## src/hw/rtl/sds_pkg.sv

```systemverilog
// Shared types, field widths and register codes for the SCAN disk scheduler.
package sds_pkg;

	localparam int CYL_W       = 13;
	localparam int POS_W       = 12;
	localparam int IDX_W       = 5;
	localparam int MOV_W       = 13;
	localparam int SUM_W       = 14;
	localparam int IN_TDATA_W  = 16;
	localparam int OUT_TDATA_W = 32;
	localparam int CFG_IDX_W   = 2;
	localparam int CFG_DATA_W  = 13;

	localparam logic [CFG_IDX_W-1:0] REG_CYL_COUNT    = 2'd0;
	localparam logic [CFG_IDX_W-1:0] REG_HEAD_START   = 2'd1;
	localparam logic [CFG_IDX_W-1:0] REG_DIRECTION_UP = 2'd2;

	localparam logic [CYL_W-1:0] CYL_COUNT_RST  = 13'd200;
	localparam logic [CYL_W-1:0] CYL_COUNT_MIN  = 13'd2;
	localparam logic [CYL_W-1:0] CYL_COUNT_MAX  = 13'd4096;
	localparam logic [POS_W-1:0] HEAD_START_RST = 12'd50;
	localparam logic             DIR_UP_RST     = 1'b1;

	typedef enum logic [9:0] {
		ST_IDLE   = 10'b00_0000_0001,
		ST_INS_RD = 10'b00_0000_0010,
		ST_INS_SH = 10'b00_0000_0100,
		ST_SCHED  = 10'b00_0000_1000,
		ST_SPL_CK = 10'b00_0001_0000,
		ST_SWP    = 10'b00_0010_0000,
		ST_SRV_RD = 10'b00_0100_0000,
		ST_SRV_MV = 10'b00_1000_0000,
		ST_EDGE   = 10'b01_0000_0000,
		ST_EMIT   = 10'b10_0000_0000
	} state_t;

	typedef struct packed {
		logic take;
		logic ins_read;
		logic ins_put;
		logic ins_shift;
		logic sched;
		logic spl_check;
		logic swp_load;
		logic srv_read;
		logic srv_move;
		logic edge_move;
		logic emit;
	} cmd_t;

	typedef struct packed {
		logic full;
		logic last_in;
		logic j_zero;
		logic j_one;
		logic ins_gt;
		logic spl_done;
		logic swp_empty;
		logic final_item;
		logic last_pend;
		logic phase;
		logic rem_one;
		logic out_free;
	} sts_t;

endpackage

```

## src/hw/rtl/scan_disk_scheduler.sv

```systemverilog
// Top level of the SCAN (elevator) disk scheduler.
//
//   channel   dir  handshake           payload
//   s_*       in   s_tvalid/s_tready   s_tdata[11:0] request_cylinder, s_tlast is_last
//   m_*       out  m_tvalid/m_tready   m_tdata served/order/movement, m_tuser dropped, m_tlast
//   cfg_*     in   cfg_valid/cfg_ready cfg_index register, cfg_data value
//
// A request is compared against the stored entries from the top down, each entry larger than it
// shifted up one place, then written (straight in when the store is empty); a dropped request is
// only flagged. The closing request adds a start step, the split search over the entries below the
// head, one or two sweep loads, a read, a move and an emit per served cylinder, and the edge travel.
// Reset clears counts, flags and the result valid flag; the store itself is not cleared.
// A stalled result holds the emit step; input reopens once the batch's last result is registered.
module scan_disk_scheduler #(
	parameter int MAX_REQUESTS  = 32,
	parameter int POSITION_BITS = 12
) (
	input  logic                              clk,
	input  logic                              arst_n,
	input  logic                              cfg_valid,
	output logic                              cfg_ready,
	input  logic [sds_pkg::CFG_IDX_W-1:0]     cfg_index,
	input  logic [sds_pkg::CFG_DATA_W-1:0]    cfg_data,
	input  logic                              s_tvalid,
	output logic                              s_tready,
	input  logic [sds_pkg::IN_TDATA_W-1:0]    s_tdata,  // [11:0] request_cylinder, [15:12] zero
	input  logic                              s_tlast,
	output logic                              m_tvalid,
	input  logic                              m_tready,
	output logic [sds_pkg::OUT_TDATA_W-1:0]   m_tdata,  // [11:0] served_cylinder,
	                                                     // [16:12] order_index,
	                                                     // [29:17] movement_total, [31:30] zero
	output logic                              m_tuser,  // [0] requests_dropped
	output logic                              m_tlast
);

	sds_pkg::cmd_t cmd;
	sds_pkg::sts_t sts;

	sds_ctrl u_ctrl (
		.clk      (clk),
		.arst_n   (arst_n),
		.s_tvalid (s_tvalid),
		.s_tready (s_tready),
		.s_tlast  (s_tlast),
		.sts      (sts),
		.cmd      (cmd)
	);

	sds_datapath #(
		.MAX_REQUESTS  (MAX_REQUESTS),
		.POSITION_BITS (POSITION_BITS)
	) u_dp (
		.clk       (clk),
		.arst_n    (arst_n),
		.cfg_valid (cfg_valid),
		.cfg_ready (cfg_ready),
		.cfg_index (cfg_index),
		.cfg_data  (cfg_data),
		.s_tdata   (s_tdata),
		.s_tlast   (s_tlast),
		.m_tvalid  (m_tvalid),
		.m_tready  (m_tready),
		.m_tdata   (m_tdata),
		.m_tuser   (m_tuser),
		.m_tlast   (m_tlast),
		.cmd       (cmd),
		.sts       (sts)
	);

endmodule

```

## src/hw/rtl/sds_datapath.sv

```systemverilog
// Datapath: config registers, sorted request store, sweep counters, movement and result register.
module sds_datapath #(
	parameter int MAX_REQUESTS  = 32,
	parameter int POSITION_BITS = 12
) (
	input  logic                              clk,
	input  logic                              arst_n,
	input  logic                              cfg_valid,
	output logic                              cfg_ready,
	input  logic [sds_pkg::CFG_IDX_W-1:0]     cfg_index,
	input  logic [sds_pkg::CFG_DATA_W-1:0]    cfg_data,
	input  logic [sds_pkg::IN_TDATA_W-1:0]    s_tdata,
	input  logic                              s_tlast,
	output logic                              m_tvalid,
	input  logic                              m_tready,
	output logic [sds_pkg::OUT_TDATA_W-1:0]   m_tdata,
	output logic                              m_tuser,
	output logic                              m_tlast,
	input  sds_pkg::cmd_t                     cmd,
	output sds_pkg::sts_t                     sts
);

	localparam int AW = $clog2(MAX_REQUESTS);
	localparam int CW = $clog2(MAX_REQUESTS + 1);
	localparam int PB = POSITION_BITS;
	localparam int TW = (PB > sds_pkg::CYL_W) ? PB : sds_pkg::CYL_W;
	localparam logic [PB-1:0] POS_MASK = '1;

	logic [sds_pkg::CYL_W-1:0] cyl_count_q;
	logic [sds_pkg::POS_W-1:0] head_start_q;
	logic                      dir_q;

	logic [PB-1:0] mem [MAX_REQUESTS];
	logic          mem_we;
	logic [AW-1:0] mem_wa;
	logic [PB-1:0] mem_wd;
	logic          mem_re;
	logic [AW-1:0] mem_ra;
	logic [PB-1:0] rd_data_q;

	logic [CW-1:0] count_q;
	logic          ovf_q;
	logic [PB-1:0] v_q;
	logic          last_in_q;
	logic [AW-1:0] j_q;
	logic [PB-1:0] top_q;
	logic [PB-1:0] head_q;
	logic [PB-1:0] pos_q;
	logic [sds_pkg::SUM_W-1:0] sum_q;
	logic [CW-1:0] i_q;
	logic [CW-1:0] split_q;
	logic          phase_q;
	logic [CW-1:0] idx_q;
	logic [CW-1:0] rem_q;
	logic          last_q;
	logic [sds_pkg::IDX_W-1:0] k_q;
	logic [PB-1:0] cur_q;

	logic                      out_valid_q;
	logic [sds_pkg::POS_W-1:0] out_cyl_q;
	logic [sds_pkg::IDX_W-1:0] out_idx_q;
	logic [sds_pkg::MOV_W-1:0] out_mov_q;
	logic                      out_drop_q;
	logic                      out_last_q;

	logic [sds_pkg::CYL_W-1:0] cnt_c;
	logic [sds_pkg::CYL_W-1:0] top13;
	logic [PB-1:0] top_c;
	logic [PB-1:0] head_c;
	logic [PB-1:0] in_cyl;
	logic [PB-1:0] sat_rd;
	logic          found;
	logic          last_i;
	logic [CW-1:0] i_nx;
	logic          sweep_up;
	logic [CW-1:0] up_cnt;
	logic [CW-1:0] dn_cnt;
	logic [CW-1:0] load_rem;
	logic [CW-1:0] sw2_cnt;
	logic          rem_one;
	logic [PB-1:0] mv_tgt;
	logic [PB-1:0] move_len;

	assign cfg_ready = 1'b1;

	// clamp cylinder count and derive the top edge
	always_comb begin
		if (cyl_count_q < sds_pkg::CYL_COUNT_MIN) begin
			cnt_c = sds_pkg::CYL_COUNT_MIN;
		end else if (cyl_count_q > sds_pkg::CYL_COUNT_MAX) begin
			cnt_c = sds_pkg::CYL_COUNT_MAX;
		end else begin
			cnt_c = cyl_count_q;
		end
	end

	assign top13  = cnt_c - sds_pkg::CYL_W'(1);
	assign top_c  = (TW'(top13) > TW'(POS_MASK)) ? POS_MASK : PB'(top13);
	assign head_c = (TW'(head_start_q) > TW'(top_c)) ? top_c : PB'(head_start_q);
	assign in_cyl = PB'(s_tdata[sds_pkg::POS_W-1:0]);

	assign sat_rd   = (rd_data_q > top_q) ? top_q : rd_data_q;
	assign found    = sat_rd >= head_q;
	assign last_i   = i_q == (count_q - CW'(1));
	assign i_nx     = i_q + CW'(1);
	assign sweep_up = dir_q ^ phase_q;
	assign up_cnt   = count_q - split_q;
	assign dn_cnt   = split_q;
	assign load_rem = sweep_up ? up_cnt : dn_cnt;
	assign sw2_cnt  = dir_q ? dn_cnt : up_cnt;
	assign rem_one  = rem_q == CW'(1);

	assign mv_tgt   = cmd.srv_move ? sat_rd : (dir_q ? top_q : '0);
	assign move_len = (pos_q > mv_tgt) ? (pos_q - mv_tgt) : (mv_tgt - pos_q);

	assign sts.full       = count_q == CW'(MAX_REQUESTS);
	assign sts.last_in    = last_in_q;
	assign sts.j_zero     = j_q == '0;
	assign sts.j_one      = j_q == AW'(1);
	assign sts.ins_gt     = rd_data_q > v_q;
	assign sts.spl_done   = found || last_i;
	assign sts.swp_empty  = load_rem == '0;
	assign sts.final_item = rem_one && (phase_q || (sw2_cnt == '0));
	assign sts.last_pend  = last_q;
	assign sts.phase      = phase_q;
	assign sts.rem_one    = rem_one;
	assign sts.out_free   = !out_valid_q || m_tready;

	// memory port selection
	always_comb begin
		mem_we = 1'b0;
		mem_wa = j_q;
		mem_wd = v_q;
		mem_re = 1'b0;
		mem_ra = '0;
		if (cmd.ins_put) begin
			mem_we = 1'b1;
		end
		if (cmd.ins_shift) begin
			mem_we = 1'b1;
			mem_wd = rd_data_q;
			mem_re = 1'b1;
			mem_ra = (j_q - AW'(1)) - AW'(1);
		end
		if (cmd.ins_read) begin
			mem_re = 1'b1;
			mem_ra = j_q - AW'(1);
		end
		if (cmd.sched) begin
			mem_re = 1'b1;
		end
		if (cmd.spl_check && !(found || last_i)) begin
			mem_re = 1'b1;
			mem_ra = i_nx[AW-1:0];
		end
		if (cmd.srv_read) begin
			mem_re = 1'b1;
			mem_ra = idx_q[AW-1:0];
		end
	end

	always_ff @(posedge clk) begin
		if (mem_we) begin
			mem[mem_wa] <= mem_wd;
		end
		if (mem_re) begin
			rd_data_q <= mem[mem_ra];
		end
	end

	always_ff @(posedge clk or negedge arst_n) begin
		if (!arst_n) begin
			cyl_count_q  <= sds_pkg::CYL_COUNT_RST;
			head_start_q <= sds_pkg::HEAD_START_RST;
			dir_q        <= sds_pkg::DIR_UP_RST;
			count_q      <= '0;
			ovf_q        <= 1'b0;
			phase_q      <= 1'b0;
			last_q       <= 1'b0;
			k_q          <= '0;
			out_valid_q  <= 1'b0;
		end else begin
			if (cfg_valid) begin
				unique case (cfg_index)
					sds_pkg::REG_CYL_COUNT:    cyl_count_q  <= cfg_data;
					sds_pkg::REG_HEAD_START:   head_start_q <= cfg_data[sds_pkg::POS_W-1:0];
					sds_pkg::REG_DIRECTION_UP: dir_q        <= cfg_data[0];
					default: ;
				endcase
			end
			if (cmd.take && sts.full) begin
				ovf_q <= 1'b1;
			end
			if (cmd.ins_put) begin
				count_q <= count_q + CW'(1);
			end
			if (cmd.sched) begin
				phase_q <= 1'b0;
				last_q  <= 1'b0;
				k_q     <= '0;
			end
			if (cmd.srv_move) begin
				last_q <= sts.final_item;
			end
			if (cmd.edge_move && !last_q) begin
				phase_q <= 1'b1;
			end
			if (cmd.emit) begin
				out_valid_q <= 1'b1;
				k_q         <= k_q + sds_pkg::IDX_W'(1);
				if (last_q) begin
					count_q <= '0;
					ovf_q   <= 1'b0;
				end
			end else if (m_tready) begin
				out_valid_q <= 1'b0;
			end
		end
	end

	always_ff @(posedge clk) begin
		if (cmd.take) begin
			v_q       <= in_cyl;
			last_in_q <= s_tlast;
			j_q       <= count_q[AW-1:0];
		end
		if (cmd.ins_shift) begin
			j_q <= j_q - AW'(1);
		end
		if (cmd.sched) begin
			top_q  <= top_c;
			head_q <= head_c;
			pos_q  <= head_c;
			sum_q  <= '0;
			i_q    <= '0;
		end
		if (cmd.spl_check) begin
			if (found || last_i) begin
				split_q <= found ? i_q : count_q;
			end else begin
				i_q <= i_nx;
			end
		end
		if (cmd.swp_load) begin
			idx_q <= sweep_up ? split_q : (split_q - CW'(1));
			rem_q <= load_rem;
		end
		if (cmd.srv_move || cmd.edge_move) begin
			pos_q <= mv_tgt;
			sum_q <= sum_q + sds_pkg::SUM_W'(move_len);
		end
		if (cmd.srv_move) begin
			cur_q <= sat_rd;
		end
		if (cmd.emit) begin
			out_cyl_q  <= sds_pkg::POS_W'(cur_q);
			out_idx_q  <= k_q;
			out_mov_q  <= sum_q[sds_pkg::MOV_W-1:0];
			out_drop_q <= ovf_q;
			out_last_q <= last_q;
			rem_q      <= rem_q - CW'(1);
			idx_q      <= sweep_up ? (idx_q + CW'(1)) : (idx_q - CW'(1));
		end
	end

	assign m_tvalid = out_valid_q;
	assign m_tdata  = {2'b00, out_mov_q, out_idx_q, out_cyl_q};
	assign m_tuser  = out_drop_q;
	assign m_tlast  = out_last_q;

endmodule

```

## src/hw/rtl/sds_ctrl.sv

```systemverilog
// Controller state machine: sequences insertion, split search, sweeps, edge travel and emission.
module sds_ctrl (
	input  logic          clk,
	input  logic          arst_n,
	input  logic          s_tvalid,
	output logic          s_tready,
	input  logic          s_tlast,
	input  sds_pkg::sts_t sts,
	output sds_pkg::cmd_t cmd
);

	sds_pkg::state_t state_q;
	sds_pkg::state_t state_d;

	assign s_tready = state_q == sds_pkg::ST_IDLE;

	always_comb begin
		state_d = state_q;
		cmd     = '0;
		unique case (state_q)
			sds_pkg::ST_IDLE: begin
				if (s_tvalid) begin
					cmd.take = 1'b1;
					if (!sts.full) begin
						state_d = sds_pkg::ST_INS_RD;
					end else if (s_tlast) begin
						state_d = sds_pkg::ST_SCHED;
					end
				end
			end
			sds_pkg::ST_INS_RD: begin
				if (sts.j_zero) begin
					cmd.ins_put = 1'b1;
					state_d = sts.last_in ? sds_pkg::ST_SCHED : sds_pkg::ST_IDLE;
				end else begin
					cmd.ins_read = 1'b1;
					state_d = sds_pkg::ST_INS_SH;
				end
			end
			sds_pkg::ST_INS_SH: begin
				if (sts.ins_gt) begin
					cmd.ins_shift = 1'b1;
					if (sts.j_one) begin
						state_d = sds_pkg::ST_INS_RD;
					end
				end else begin
					cmd.ins_put = 1'b1;
					state_d = sts.last_in ? sds_pkg::ST_SCHED : sds_pkg::ST_IDLE;
				end
			end
			sds_pkg::ST_SCHED: begin
				cmd.sched = 1'b1;
				state_d = sds_pkg::ST_SPL_CK;
			end
			sds_pkg::ST_SPL_CK: begin
				cmd.spl_check = 1'b1;
				if (sts.spl_done) begin
					state_d = sds_pkg::ST_SWP;
				end
			end
			sds_pkg::ST_SWP: begin
				cmd.swp_load = 1'b1;
				state_d = sts.swp_empty ? sds_pkg::ST_EDGE : sds_pkg::ST_SRV_RD;
			end
			sds_pkg::ST_SRV_RD: begin
				cmd.srv_read = 1'b1;
				state_d = sds_pkg::ST_SRV_MV;
			end
			sds_pkg::ST_SRV_MV: begin
				cmd.srv_move = 1'b1;
				if (sts.final_item && !sts.phase) begin
					state_d = sds_pkg::ST_EDGE;
				end else begin
					state_d = sds_pkg::ST_EMIT;
				end
			end
			sds_pkg::ST_EDGE: begin
				cmd.edge_move = 1'b1;
				state_d = sts.last_pend ? sds_pkg::ST_EMIT : sds_pkg::ST_SWP;
			end
			sds_pkg::ST_EMIT: begin
				if (sts.out_free) begin
					cmd.emit = 1'b1;
					if (sts.last_pend) begin
						state_d = sds_pkg::ST_IDLE;
					end else if (sts.rem_one) begin
						state_d = sds_pkg::ST_EDGE;
					end else begin
						state_d = sds_pkg::ST_SRV_RD;
					end
				end
			end
			default: state_d = sds_pkg::ST_IDLE;
		endcase
	end

	always_ff @(posedge clk or negedge arst_n) begin
		if (!arst_n) begin
			state_q <= sds_pkg::ST_IDLE;
		end else begin
			state_q <= state_d;
		end
	end

endmodule

```

## config.mk

```make
export PLATFORM = sky130hd
export DESIGN_NAME = scan_disk_scheduler
export DESIGN_NICKNAME = d
export VERILOG_FILES = /design/src/hw/rtl/sds_pkg.sv /design/src/hw/rtl/scan_disk_scheduler.sv /design/src/hw/rtl/sds_datapath.sv /design/src/hw/rtl/sds_ctrl.sv
export SDC_FILE = /design/constraint.sdc
export NUM_CORES = 1
export LEC_CHECK = 0
export BUFFER_PORTS_ARGS = -buffer_cell sky130_fd_sc_hd__buf_2
export CAP_MARGIN = 30
export CELL_PAD_IN_SITES_DETAIL_PLACEMENT = 0
export CELL_PAD_IN_SITES_GLOBAL_PLACEMENT = 2
export CORE_UTILIZATION = 40
export DETAILED_ROUTE_END_ITERATION = 6
export PLACE_DENSITY_LB_ADDON = 0.12
export REMOVE_ABC_BUFFERS = 1
export SKIP_CTS_REPAIR_TIMING = 1
export SYNTH_ARGS = -nofsm -noshare
export SYNTH_HDL_FRONTEND = slang
export SYNTH_SLANG_ARGS = --single-unit
```

## constraint.sdc

```tcl
create_clock -name clk -period 9.3 [get_ports clk]
set_input_delay 1.86 -clock clk [delete_from_list [all_inputs] [get_ports clk]]
set_output_delay 1.86 -clock clk [all_outputs]
set_load 0.01 [all_outputs]
```

==> impl_metrics.yaml, run 1 <==
setup_path:
  cp_slowest_cell: "or4_4"
  end_kind: "flop"
  crit_buf_inv: 2
  cp_top_family: "compound AO/OA/AOI/OAI gates"
  max_stage_delay_ns: 0.61
  cp.arrival_ns: 8.03
  worst_setup_path_start_kind: "flop"
  timing.critical_path.mode_cell: "a21oi_1"
  critPathRequiredTime_ns: 9.66
  worstPathMaxFanout: 17
  worstSetupPathType: "reg -> reg"
floorplan:
  core_area_um2: 68900
  die_y_um: 267
  rows: 96
  ios: 74
  start_util_pct: 40.7
  die_area_um2: 71200
  die_w_um: 267
placed_design:
  port_buffers: 66
  gp_congestion: 0.819
  dp_hpwl_mm: 50.5
sta:
  clock_skew_ns: 0.0288
  period_share_pct: 82.5
  setup_tns_ns: 0
  hold_viol_final: 0
  holdWs_ns: 0.420
  fmax_mhz: 130
  worst_pin_slew_ns: 1.02
  rsz0062_at_grt: "false"
  slew_headroom_pct: 31.6
  fin_crit_ns: 7.67
  finalSetupViolCount: 0
  report.final.slew_viol_count: 0
synth:
  ys_types: 96
  avgSynthCellArea_um2: 12.0
  synthTopCellsByArea: "edfxtp_1 (56%), ha_1 (4.7%), nand2_1 (4.0%)"
  synth_ff_type: "edfxtp_1"
  synth_top_area_cell: "edfxtp_1"
  synth_seq_area_share_pct: 61.1
  yosys-top-cells-count: "edfxtp_1 (524), nand2_1 (299), nand3_1 (172), nor2_1 (158), inv_1 (111)"
  synth_edf_count: 524
  netlist_instances: 2340
  ys_ff_latch: 581
  yosysWarnings: 0
  synthArstFlopShare_pct: 8.78
  syn-cell-area_um2: 28100
  synth_top_area_share_pct: 56.1
  synth.most_common_cell: "edfxtp_1"
power:
  p_per_area_nw_per_um2: 237
  clkPwrFrac_pct: 34.1
  p_sw_share_pct: 31.5
  combPwrFrac_pct: 23.5
  power.switching_mw: 2.38
  power.share.sequential_pct: 42.4
  vdd_drop_max_mv: 0.143
  leakage_nw: 11.9
  power.internal_mw: 5.17
global_routing:
  track_usage_pct: 21.7
  grt_pass1_vias: 18204
  grt-ovfl-total: 0
  antenna_found_initial: 0
  grt_max_degree: 120
  grt_pass1_wl_mm: 115
clock_tree:
  clk_pin_slew_ns: 0.06
  htree_levels: 3
  cts.sinks: 581
  clockRootBuffer: "clkbuf_16"
  clkLatencyLatePin_ns: 0.62
  cts_tree: "built"
  clockBufferDepth: 3
  numCtsBuffers: 68
routing:
  drtAntennaViolNets: 0
  vias: 18624
  drt-pass1-iter-count: 5
  routed_wl_mm: 76.5
  drt_iter0_markers: 1311
  wl_per_cell_um: 22.4
  viasPerCell: 5.46
  drc: 0
finish:
  syn_to_final_growth_pct: 13.5
  post-route-util_pct: 46.2
  nets: 2574
  antenna_cells: 0
  drive_above_1_share_pct: 14.0
run:
  maxCapViolations: 0
worst_hold_path:
  min_path_type: "reg -> reg"
status:
  status: "completed"
state kept, by name, indices dropped and copies added (netlist names), 13 cells and up:
| name | count |
|---|---|
| u_dp.mem | 384 |
| u_dp.cyl_count_q | 13 |
| u_dp.out_mov_q | 13 |
| u_dp.sum_q | 13 |
area by class of cell:
class                   instances  area [um2]
flip-flops and latches        581       17100
multi-input cells            1521       10000
fillers                      6370       37100
well taps                     931        1160
inverters                     112         420
repair buffers                142         990
clock inverters                25         229
clock buffers                  97        1910
path summary, 6_finish.rpt:
kind                                                from                               to  slack [ns]  depth (start not counted)
max                        u_ctrl.state_q[2]$_DFFE_PN0P_     u_dp.sum_q[12]$_SDFFCE_PN0P_        1.63                         27
min reg2reg                      u_dp.cur_q[9]$_DFFE_PP_      u_dp.out_cyl_q[9]$_DFFE_PP_        0.42                          0
min in group asynchronous                         arst_n          u_dp.k_q[3]$_DFFE_PN0P_        1.37                          2
max in group asynchronous                         arst_n  u_dp.cyl_count_q[5]$_DFFE_PN0P_        7.39                          2
min                              u_dp.cur_q[9]$_DFFE_PP_      u_dp.out_cyl_q[9]$_DFFE_PP_        0.42                          0
max reg2reg                u_ctrl.state_q[2]$_DFFE_PN0P_     u_dp.sum_q[12]$_SDFFCE_PN0P_        1.63                         27
cells by family after synthesis:
kind of cell / count (synthesis) / synth area share [%]
AOI/OAI and AO/OA: 426 / 10.7
xor gates and xnor gates: 61 / 1.90
adders and majority gates: 111 / 5.08
buffers and inverters: 239 / 3.64
DFF: 581 / 61.1
muxes: 97 / 3.77
other: 2 / 0.0268
and+or+nand+nor: 823 / 13.8
stage by stage:
stage | setup slack (ns) | instances | cell area [um2] | total power [mW]
floorplan | 1.75 | 2214 | 27500 | 4.35
global placement | 1.63 | 3271 | 29500 | 4.99
detailed placement | 1.60 | 3285 | 29700 | 5.03
CTS | 1.57 | 3407 | 31800 | 7.62
global route | 1.18 | 3409 | 31900 | 7.90
finish | 1.63 | 3409 | 31900 | 7.55
power groups by stage:
stage / clock network (mW) / logic (mW) / registers, mW
after detailed placement: 0 / 1.78 / 3.25
after global routing: 2.72 / 1.96 / 3.21
after floorplan: 0 / 1.14 / 3.21
after global placement: 0 / 1.73 / 3.25
after CTS: 2.64 / 1.79 / 3.20
final: 2.58 / 1.77 / 3.20
metal layers:
layer | part of all wire (%) | vias up | track usage, %
met5 | 0 | - | 0
met4 | 3.3 | 0 | 7.80
met3 | 4.8 | 122 | 3.38
met2 | 46 | 462 | 34.2
met1 | 46 | 9170 | 30.2
li1 | - | 8870 | -
layout by cell type (no fill, tap or decap), types with 9 or more instances in the layout:
master and n:
edfxtp_1 524, nand2_1 298, nand3_1 172, nor2_1 151, inv_1 111, ha_1 106
a21oi_1 85, o21ai_0 74, clkbuf_16 70, buf_2 66, buf_4 63, and3_1 50
mux2i_1 48, a211oi_1 47, mux2_2 46, dfrtp_1 43, xnor2_1 34, nor3_1 31
a21o_1 27, xor2_1 27, a2111oi_0 25, a211o_1 22, clkbuf_1 21, nand2b_1 18
a22oi_1 18, a41oi_1 17, o21ai_2 13, nand4_1 12, a32o_1 11, nor2b_1 10
a31oi_1 9, and2_1 9
Power figures use the tool's default switching activity.
==> run 2, diff against run 1 <==
Clock period 9.3 ns to 6.15 ns, I/O delays scaled along.
==> run 2 against run 1 <==
Net effect:
- largest cell class unchanged
- highest routed layer unchanged
- clock power rose by 48%
- first-iteration DRC count rose by 17%
- sequential power rose by 50%
- total power rose by 56%
- die area did not move
- global-route usage fell by 0.060 points
==> impl_metrics.yaml, run 2 (synthesis gave the netlist of run 1 again) <==
status:
  status: "completed"
finish:
  layout_commonest_cell: "edfxtp_1"
  drive_above_1_share_pct: 21.8
  post-route-util_pct: 49.0
  finalNonFillerCells: 3592
  final_cell_mix: "edfxtp_1 (524), nand2_1 (293), buf_4 (224), nand3_1 (172), nor2_1 (154)"
  syn_to_final_growth_pct: 20.3
  n_fill_cell: 6258
  nets: 2757
  largest_reg_flops: 384
  regMostFlops: "u_dp.mem"
sta:
  finalSetupViolCount: 0
  report.final.slew_viol_count: 0
  fmax_mhz: 166
  clock_skew_ns: 0.0191
  fin_ws_ns: 0.143
  worst_pin_slew_ns: 1.01
  rsz0062_at_grt: "true"
  fin_crit_ns: 6.01
  period_share_pct: 97.7
  slew_headroom_pct: 32.6
  hold_viol_final: 0
routing:
  drtAntennaViolNets: 0
  wl_per_cell_um: 21.7
  viasPerCell: 5.40
  drt-pass1-iter-count: 5
  routed_wl_mm: 77.8
  drt_iter0_markers: 1535
  drc: 0
  vias: 19383
placed_design:
  place_ws_ns: -0.469
  dp_hpwl_mm: 53.3
  gp_congestion: 0.842
  port_buffers: 66
  dp.cells: 3445
global_routing:
  grt_pass1_wl_mm: 115
  grt_pass1_vias: 18792
  track_usage_pct: 21.6
  grt-ovfl-total: 0
  antenna_found_initial: 0
  grt_max_degree: 52
run:
  maxCapViolations: 0
setup_path:
  end_kind: "flop"
  cp_slowest_cell: "edfxtp_1"
  worstPathMaxFanout: 3
  max_stage_delay_ns: 0.44
  worst_setup_path_start_kind: "flop"
  critPathRequiredTime_ns: 6.51
  cp.arrival_ns: 6.37
  worstSetupPathType: "reg -> reg"
  timing.critical_path.mode_cell: "a21oi_2"
clock_tree:
  htree_levels: 3
  numCtsBuffers: 67
  clk_pin_slew_ns: 0.05
  clockRootBuffer: "clkbuf_16"
  cts_tree: "built"
  cts.sinks: 581
  clkLatencyLatePin_ns: 0.62
  clockBufferDepth: 3
floorplan:
  die_y_um: 267
  core_area_um2: 68900
  rows: 96
  die_w_um: 267
  die_area_um2: 71200
  start_util_pct: 40.7
  ios: 74
power:
  p_per_area_nw_per_um2: 350
  p_total_mw: 11.8
  vdd_drop_max_mv: 0.249
  leakage_nw: 12.9
worst_hold_path:
  min_path_type: "reg -> reg"
-- run 2: changes by cell type in the layout (fill, tap and decap cells not counted), moves of 9 or more --
cell     before  now
buf_12        1   22
ha_4          0    9
buf_4        63  224
ha_1        106   96
a21oi_2       2   15
a21oi_1      85   73
-- run 2: worst max-delay path: cells and delay by family, from the launching register on --
family,cells,cell delay (ns)
buffers and inverters,4,0.44
AND/OR/NAND/NOR,4,0.49
XOR/XNOR,2,0.34
flip-flops,1,0.44
adder cells (fa/ha/maj),4,1.13
multiplexers,2,0.36
AO/OA/AOI/OAI,15,2.53
-- run 2: final timing paths --
check,from,end,slack [ns],cells past startpoint
min in group asynchronous,arst_n,u_dp.k_q[3]$_DFFE_PN0P_,0.72,2
worst min register to register,u_dp.cur_q[2]$_DFFE_PP_,u_dp.out_cyl_q[2]$_DFFE_PP_,0.42,0
worst max register to register,u_dp.rd_data_q[5]$_DFFE_PP_,u_dp.sum_q[12]$_SDFFCE_PN0P_,0.14,31
worst max-delay path,u_dp.rd_data_q[5]$_DFFE_PP_,u_dp.sum_q[12]$_SDFFCE_PN0P_,0.14,31
max in group asynchronous,arst_n,u_dp.head_start_q[6]$_DFFE_PN0P_,4.86,2
worst min-delay path,u_dp.cur_q[2]$_DFFE_PP_,u_dp.out_cyl_q[2]$_DFFE_PP_,0.42,0
-- run 2: through the flow --
step | cell area [um2] | setup TNS, ns | hold slack [ns]
floorplan | 27500 | -21.36 | 0.400
global placement | 30900 | -1.44 | 0.407
detailed placement | 31100 | -2.08 | 0.405
CTS | 33100 | -2.66 | 0.411
global route | 33700 | -0.238 | 0.414
finish | 33800 | 0 | 0.416
-- run 2: layout make-up --
class | instances | area [um2] | share of cell area (%)
multi-input combinational | 1522 | 10300 | 30.5
inverter | 112 | 420 | 1.25
clock inverter | 35 | 305 | 0.905
timing repair buffer | 325 | 2630 | 7.79
clock buffer | 85 | 1790 | 5.29
antenna | 1 | 2.50 | 0.00741
sequential | 581 | 17100 | 50.8
tap | 931 | 1160 | 3.45
-- run 2: where the power goes --
group | leakage, nW | internal [mW] | total [mW] | switching [mW]
clock | 1.02 | 2.17 | 3.82 | 1.65
combinational | 6.50 | 1.24 | 3.18 | 1.94
sequential | 5.39 | 4.67 | 4.81 | 0.139
-- run 2: per-layer routing --
metal | global-route usage (%) | wire, um | vias up | share of wire (%)
li1 | - | - | 9250 | -
met1 | 30.7 | 35900 | 9507 | 46
met2 | 33.4 | 35600 | 504 | 46
met3 | 3.55 | 3920 | 122 | 5.0
met4 | 7.49 | 2420 | 0 | 3.1
met5 | 0 | 0 | - | 0
